### config.mk
export PLATFORM = sky130hd
export DESIGN_NAME = qvr_round_sat
export DESIGN_NICKNAME = d
export VERILOG_FILES = /design/src/design/qvr_pkg.sv /design/src/design/qvr_round_sat.sv
export SDC_FILE = /design/constraint.sdc
export NUM_CORES = 1
export LEC_CHECK = 0
export BUFFER_PORTS_ARGS = -buffer_cell sky130_fd_sc_hd__buf_2
export CORE_AREA = 2 2 81 83
export CTS_CLUSTER_SIZE = 25
export DETAILED_ROUTE_END_ITERATION = 10
export DIE_AREA = 0 0 83 85
export PLACE_DENSITY = 0.64
export REMOVE_ABC_BUFFERS = 1
export SETUP_SLACK_MARGIN = 0.15
export SLEW_MARGIN = 20
export SYNTH_ARGS = -nofsm -noshare
export SYNTH_HDL_FRONTEND = slang
export SYNTH_SLANG_ARGS = --single-unit
### constraint.sdc
create_clock -name clk_i -period 1 [get_ports clk_i]
set_input_delay 0.25 -clock clk_i [delete_from_list [all_inputs] [get_ports clk_i]]
set_output_delay 0.25 -clock clk_i [all_outputs]
set_load 0.01 [all_outputs]
### src/design/qvr_pkg.sv
`timescale 1ns / 1ps
// ----------------------------------------------------------------------------
// Quaternion vector rotation package
// Shared widths, constants and payload types of the rotation pipeline.
// ----------------------------------------------------------------------------
package qvr_pkg;

  // Field width and fraction bits of the quaternion components.
  localparam int DATA_WIDTH = 16;
  localparam int FRAC_BITS  = 15;

  // Product of two fields.
  localparam int PROD_W = 2 * DATA_WIDTH;
  // First product q*v: sum of three field products, kept exact.
  localparam int P_W    = 2 * DATA_WIDTH + 1;
  // Second product p*conj(q): sum of four wide products plus rounding.
  localparam int S_W    = 3 * DATA_WIDTH + 4;

  typedef struct packed {
    logic signed [DATA_WIDTH-1:0] quat_w;
    logic signed [DATA_WIDTH-1:0] quat_x;
    logic signed [DATA_WIDTH-1:0] quat_y;
    logic signed [DATA_WIDTH-1:0] quat_z;
    logic signed [DATA_WIDTH-1:0] vec_x;
    logic signed [DATA_WIDTH-1:0] vec_y;
    logic signed [DATA_WIDTH-1:0] vec_z;
  } qvr_in_t;

  typedef struct packed {
    logic signed [DATA_WIDTH-1:0] rot_x;
    logic signed [DATA_WIDTH-1:0] rot_y;
    logic signed [DATA_WIDTH-1:0] rot_z;
    logic                         saturated;
  } qvr_out_t;

  // Quaternion carried alongside the partial results.
  typedef struct packed {
    logic signed [DATA_WIDTH-1:0] w;
    logic signed [DATA_WIDTH-1:0] x;
    logic signed [DATA_WIDTH-1:0] y;
    logic signed [DATA_WIDTH-1:0] z;
  } qvr_quat_t;

  // Intermediate quaternion p = q * (0, v), FRAC_BITS fraction bits.
  typedef struct packed {
    logic signed [P_W-1:0] w;
    logic signed [P_W-1:0] x;
    logic signed [P_W-1:0] y;
    logic signed [P_W-1:0] z;
  } qvr_pquat_t;

  // Rounded but not yet shifted vector part of p * conj(q).
  typedef struct packed {
    logic signed [S_W-1:0] x;
    logic signed [S_W-1:0] y;
    logic signed [S_W-1:0] z;
  } qvr_svec_t;

endpackage

### src/design/qvr_round_sat.sv
`timescale 1ns / 1ps
// ----------------------------------------------------------------------------
// Output scaling and saturation
// Drops the fraction bits, clips each component and registers the result.
// ----------------------------------------------------------------------------
module qvr_round_sat (
  input  logic               clk_i,
  input  logic               rst_ni,
  input  logic               valid_i,
  input  qvr_pkg::qvr_svec_t s_i,
  output logic               valid_o,
  output qvr_pkg::qvr_out_t  result_o
);
  import qvr_pkg::*;

  localparam logic signed [S_W-1:0] SAT_HI = S_W'((64'd1 << (DATA_WIDTH - 1)) - 64'd1);
  localparam logic signed [S_W-1:0] SAT_LO = -SAT_HI - S_W'(1);

  // Returns the clip flag above the clipped component.
  function automatic logic [DATA_WIDTH:0] scale_clip(input logic signed [S_W-1:0] s);
    logic signed [S_W-1:0] r;
    r = s >>> (2 * FRAC_BITS);
    if (r > SAT_HI) begin
      scale_clip = {1'b1, SAT_HI[DATA_WIDTH-1:0]};
    end else if (r < SAT_LO) begin
      scale_clip = {1'b1, SAT_LO[DATA_WIDTH-1:0]};
    end else begin
      scale_clip = {1'b0, r[DATA_WIDTH-1:0]};
    end
  endfunction

  logic [DATA_WIDTH:0] cx;
  logic [DATA_WIDTH:0] cy;
  logic [DATA_WIDTH:0] cz;
  qvr_out_t            res_d;
  qvr_out_t            res_q;
  logic                valid_q;

  always_comb begin
    cx              = scale_clip(s_i.x);
    cy              = scale_clip(s_i.y);
    cz              = scale_clip(s_i.z);
    res_d.rot_x     = cx[DATA_WIDTH-1:0];
    res_d.rot_y     = cy[DATA_WIDTH-1:0];
    res_d.rot_z     = cz[DATA_WIDTH-1:0];
    res_d.saturated = cx[DATA_WIDTH] | cy[DATA_WIDTH] | cz[DATA_WIDTH];
  end

  always_ff @(posedge clk_i or negedge rst_ni) begin
    if (!rst_ni) begin
      valid_q <= 1'b0;
    end else begin
      valid_q <= valid_i;
    end
  end

  always_ff @(posedge clk_i) begin
    res_q <= res_d;
  end

  assign valid_o  = valid_q;
  assign result_o = res_q;

endmodule

### After elaboration in Yosys (flattened, before gate mapping)

Index checks and enable logic that the tools add are counted.

| storage, ports and cells | value |
|---|---|
| flip-flop bits (word level) | 50 |
| input port bits | 159 |
| output and inout bits | 50 |
| logic and storage cells | 19 |

| cells by class | value |
|---|---|
| order comparisons | 6 |
| mux-type cells | 6 |
| bitwise gates (word level) | 2 |

Operators with widths:

| cell | count |
|---|---|
| $mux 17 | 6 |
| $gt 22x16->1 const B | 3 |
| $lt 22x16->1 const B | 3 |
| $or 1x1->1 | 2 |

### Longest topological paths before layout

| logic depth | value |
|---|---|
| depth after elaboration | 5 |
| mapped depth | 4 |
| gate-level depth less buffers | 4 |

### Least setup slack after synthesis

No wires, ideal clock.

| timing | value |
|---|---|
| path kind | input to register |
| start | input s_i[50] (netlist name) |
| end | register res_q (netlist bit result_o[13]) |
| setup time | 115 ps |
| arrival time | 963 ps |
| required time | 885 ps |
| path slack | -77 ps |
| stages on the path | 4 |
| buffers on the path | 1 |
| cells stage by stage | nor4_2 -> a21oi_2 -> buf_6 -> o21a_1 |

| between the ends | value |
|---|---|
| cells in the longest elaborated chain, start to end | 2 |
| elaborated cells on any way between the ends | 3 |
| classes of those cells | 2 x order compare; 1 x mux |

Ends and longest elaborated chain:

| item | line | source |
|---|---|---|
| start, declared | qvr_round_sat.sv:10 | `input qvr_pkg::qvr_svec_t s_i,` |
| $lt 22x16->1 | qvr_round_sat.sv:25 | `end else if (r < SAT_LO) begin` |
| $mux 17 | qvr_round_sat.sv:25 |  |
| end signal, assigned | qvr_round_sat.sv:58 | `res_q <= res_d;` |
| end, declared | qvr_round_sat.sv:36 | `qvr_out_t res_q;` |

Parallel ways exist; a longest one is shown, timed or not.
A chain may end at the register's enable or synchronous reset.

### Worst setup path after layout

| timing | value |
|---|---|
| start | register valid_q, in the netlist valid_o |
| end | output valid_o |

RTL lines:

| item | line | source |
|---|---|---|
| start, declared | qvr_round_sat.sv:37 | `logic valid_q;` |
| start signal, assigned | qvr_round_sat.sv:53 | `valid_q <= valid_i;` |
| end, declared | qvr_round_sat.sv:11 | `output logic valid_o,` |

No word-level cell between the ends.

==> impl_metrics.yaml <==
global_route:
  grt_max_degree: 17
  grt_pass1_wl_um: 7160
  overflow: 0
  grt_pass1_vias: 1546
  antenna_found_initial: 0
  grt_usage_pct: 12.6
power:
  p_leak_uw: 0.00135
  switching_share_pct: 23.1
  clock_power_share_pct: 32.0
  intPower_uw: 3300
  cellPowerDensity_nw_per_um2: 1560
  p_sw_uw: 989
  p_comb_share_pct: 17.2
  seq_power_share_pct: 50.8
  peakVddDrop_v: 0.000778
  power_uw: 4290
finish:
  register_area_um2: 1030
  area_growth_pct: 75.9
  multiInputGateArea_um2: 603
  drive_gt1_share_pct: 66.0
  diodes: 0
  fin_area_um2: 2750
  fin_util_pct: 44.3
  n_fill_cell: 605
  fin_nets: 420
synthesis:
  synthTopCellsByArea: "dfxtp_1 63%, a21o_1 14%, o21a_1 7.2%"
  synthDistinctLibCells: 15
  yosysTopAreaCell: "dfxtp_1"
  synth_top_area_share_pct: 62.7
  synth_area_um2: 1560
  synth-seq-cells: 50
  syn_avg_cell_area_um2: 12.5
  ys_seq_area_share_pct: 64.3
  syn_inst: 125
  yosysWarnings: 0
floorplanning:
  core_area_um2: 6200
  die_h_um: 85
  dieArea_um2: 7060
  io_pins: 209
  die_w_um: 83
  start_util_pct: 25.2
  num_rows: 29
timing:
  final-hold-violation-count: 0
  slew_violations: 0
  rsz0062_at_grt: "yes"
  slew_headroom_pct: 79.7
  fmax_ghz: 0.960
  finalSetupViolations: 1
  finalSetupTns_ns: -0.0413
  worst_pin_slew_ns: 0.303
  post-route-period-util_pct: 104
  layout_setup_ws_ns: -0.0413
  post-route-min-period_ns: 1.04
setup_path:
  critPathArrivalTime_ns: 0.79
  crit_chain: "buf_2"
  cp-end-kind: "primary output"
  crit_required_ns: 0.75
  cp_max_fo: 1
  path_buf_inv: 1
  slowest_stage: "dfrtp_1"
  path_class: "register to primary output"
  start_kind: "register"
  slowest_delay_ns: 0.37
  crit_family: "flip-flops"
route:
  first_pass_iters: 4
  wl_per_cell_um: 13.4
  routed_wl_um: 4550
  antenna_left: 0
  drt_iter0_drc: 21
  vias_per_cell: 4.28
  drc_errors: 0
  vias: 1450
place:
  dpl_cell_area_um2: 2280
  dp_hpwl_um: 3060
  place_congestion: 0.670
  numPortBuffers: 118
clocking:
  h-tree-depth: 2
  cts_made_buffers: 5
  cts_root_buf: "clkbuf_8"
  clkTransAtPathRegs_ns: 0.09
  cts_tree: "done"
  clk_path_buf_depth: 2
  clock_sinks: 50
status:
  violations: "setup timing"
  status: "finished with violations"
flow_run:
  drv_cap: 0
min_path:
  hold_class: "input port to register"
[sequential cells by signal, summed over array words and instances, names as in the netlist]
| signal | cells |
|---|---|
| valid_o | 1 |
| result_o | 49 |
[final cells by class]
cell class,count,share of cell area (%)
sequential,50,37.4
clock inverter,1,1.09
tap,77,3.50
timing repair buffer,135,33.3
multi-input combinational,69,21.9
clock buffer,7,2.77
[layer usage]
layer  track usage, %  up-vias  wire (µm)
met5                0        -          0
met4             4.32        0         29
met3             4.96        2        443
met2             22.1       78       2290
met1             14.1      659       1790
li1                 -      711          -
[placed cells by master (no fill, tap or decap)]
master,n
a21o_1,30
a21oi_4,6
buf_12,1
buf_2,91
buf_4,14
buf_6,25
buf_8,3
bufinv_16,1
clkbuf_1,2
clkbuf_8,5
dfrtp_1,1
dfxtp_1,31
dfxtp_2,18
dlygate4sd3_1,1
nand2_1,3
nand4_1,3
nand4b_1,1
nor2_2,3
nor2b_1,2
nor4_4,3
o21a_1,15
o21ai_2,2
o21ai_4,1
[through the flow]
step | worst slack, ns | cells | hold slack [ns]
after floorplan | -0.121 | 116 | -0.0456
after global placement | -0.320 | 322 | 0.0250
after detailed placement | -0.345 | 322 | 0.0260
after CTS | -0.0626 | 338 | 0.0440
after global routing | -0.0863 | 339 | 0.0479
final | -0.0413 | 339 | 0.0572
[path summary, 6_finish.rpt]
| path | startpoint | endpoint | depth (start not counted) |
|---|---|---|---|
| max in group asynchronous | rst_ni | valid_o$_DFF_PN0_ | 2 |
| min in group asynchronous | rst_ni | valid_o$_DFF_PN0_ | 2 |
| setup / recovery | valid_o$_DFF_PN0_ | valid_o | 1 |
| hold / removal | valid_i | valid_o$_DFF_PN0_ | 1 |
[power groups by stage]
| stage | Combinational, µW | Clock [µW] | Sequential [µW] |
|---|---|---|---|
| 2_1_floorplan | 155 | 0 | 2280 |
| 3_3_place_gp | 585 | 0 | 2200 |
| 3_5_place_dp | 595 | 0 | 2210 |
| 4_1_cts | 680 | 1430 | 2160 |
| 5_1_grt | 796 | 1510 | 2190 |
| 6_report | 737 | 1370 | 2180 |
[Yosys cell counts, drive strengths merged]
| cell | instances |
|---|---|
| o21a | 15 |
| nand4 | 3 |
| clkbuf | 3 |
| nor4 | 3 |
| nor2b | 2 |
| a21o | 30 |
| nand2 | 3 |
| dfxtp | 49 |
| nand4b | 1 |
| dfrtp | 1 |
| o21ai | 3 |
| nor2 | 3 |
| a21oi | 3 |
| buf | 6 |
[cell families (layout without fill, tap and decap cells)]
logic type | after synthesis | after routing | share of synthesized area [%]
AO/OA/AOI/OAI | 51 | 54 | 25.0
flip-flops | 50 | 50 | 64.3
AND/OR/NAND/NOR | 15 | 15 | 6.40
buffers and inverters | 9 | 143 | 4.32
[what timing repair did]
item / in CTS / in global routing
cloned: 3 / 0
hold endpoints to repair: 1 / 0
pin swaps: 8 / 8
resized for setup: 28 / 41
hold buffers: 1 / 0
endpoints found under the setup margin: 96 / 96
setup buffers: 4 / 1
Power figures use the tool's default switching activity.
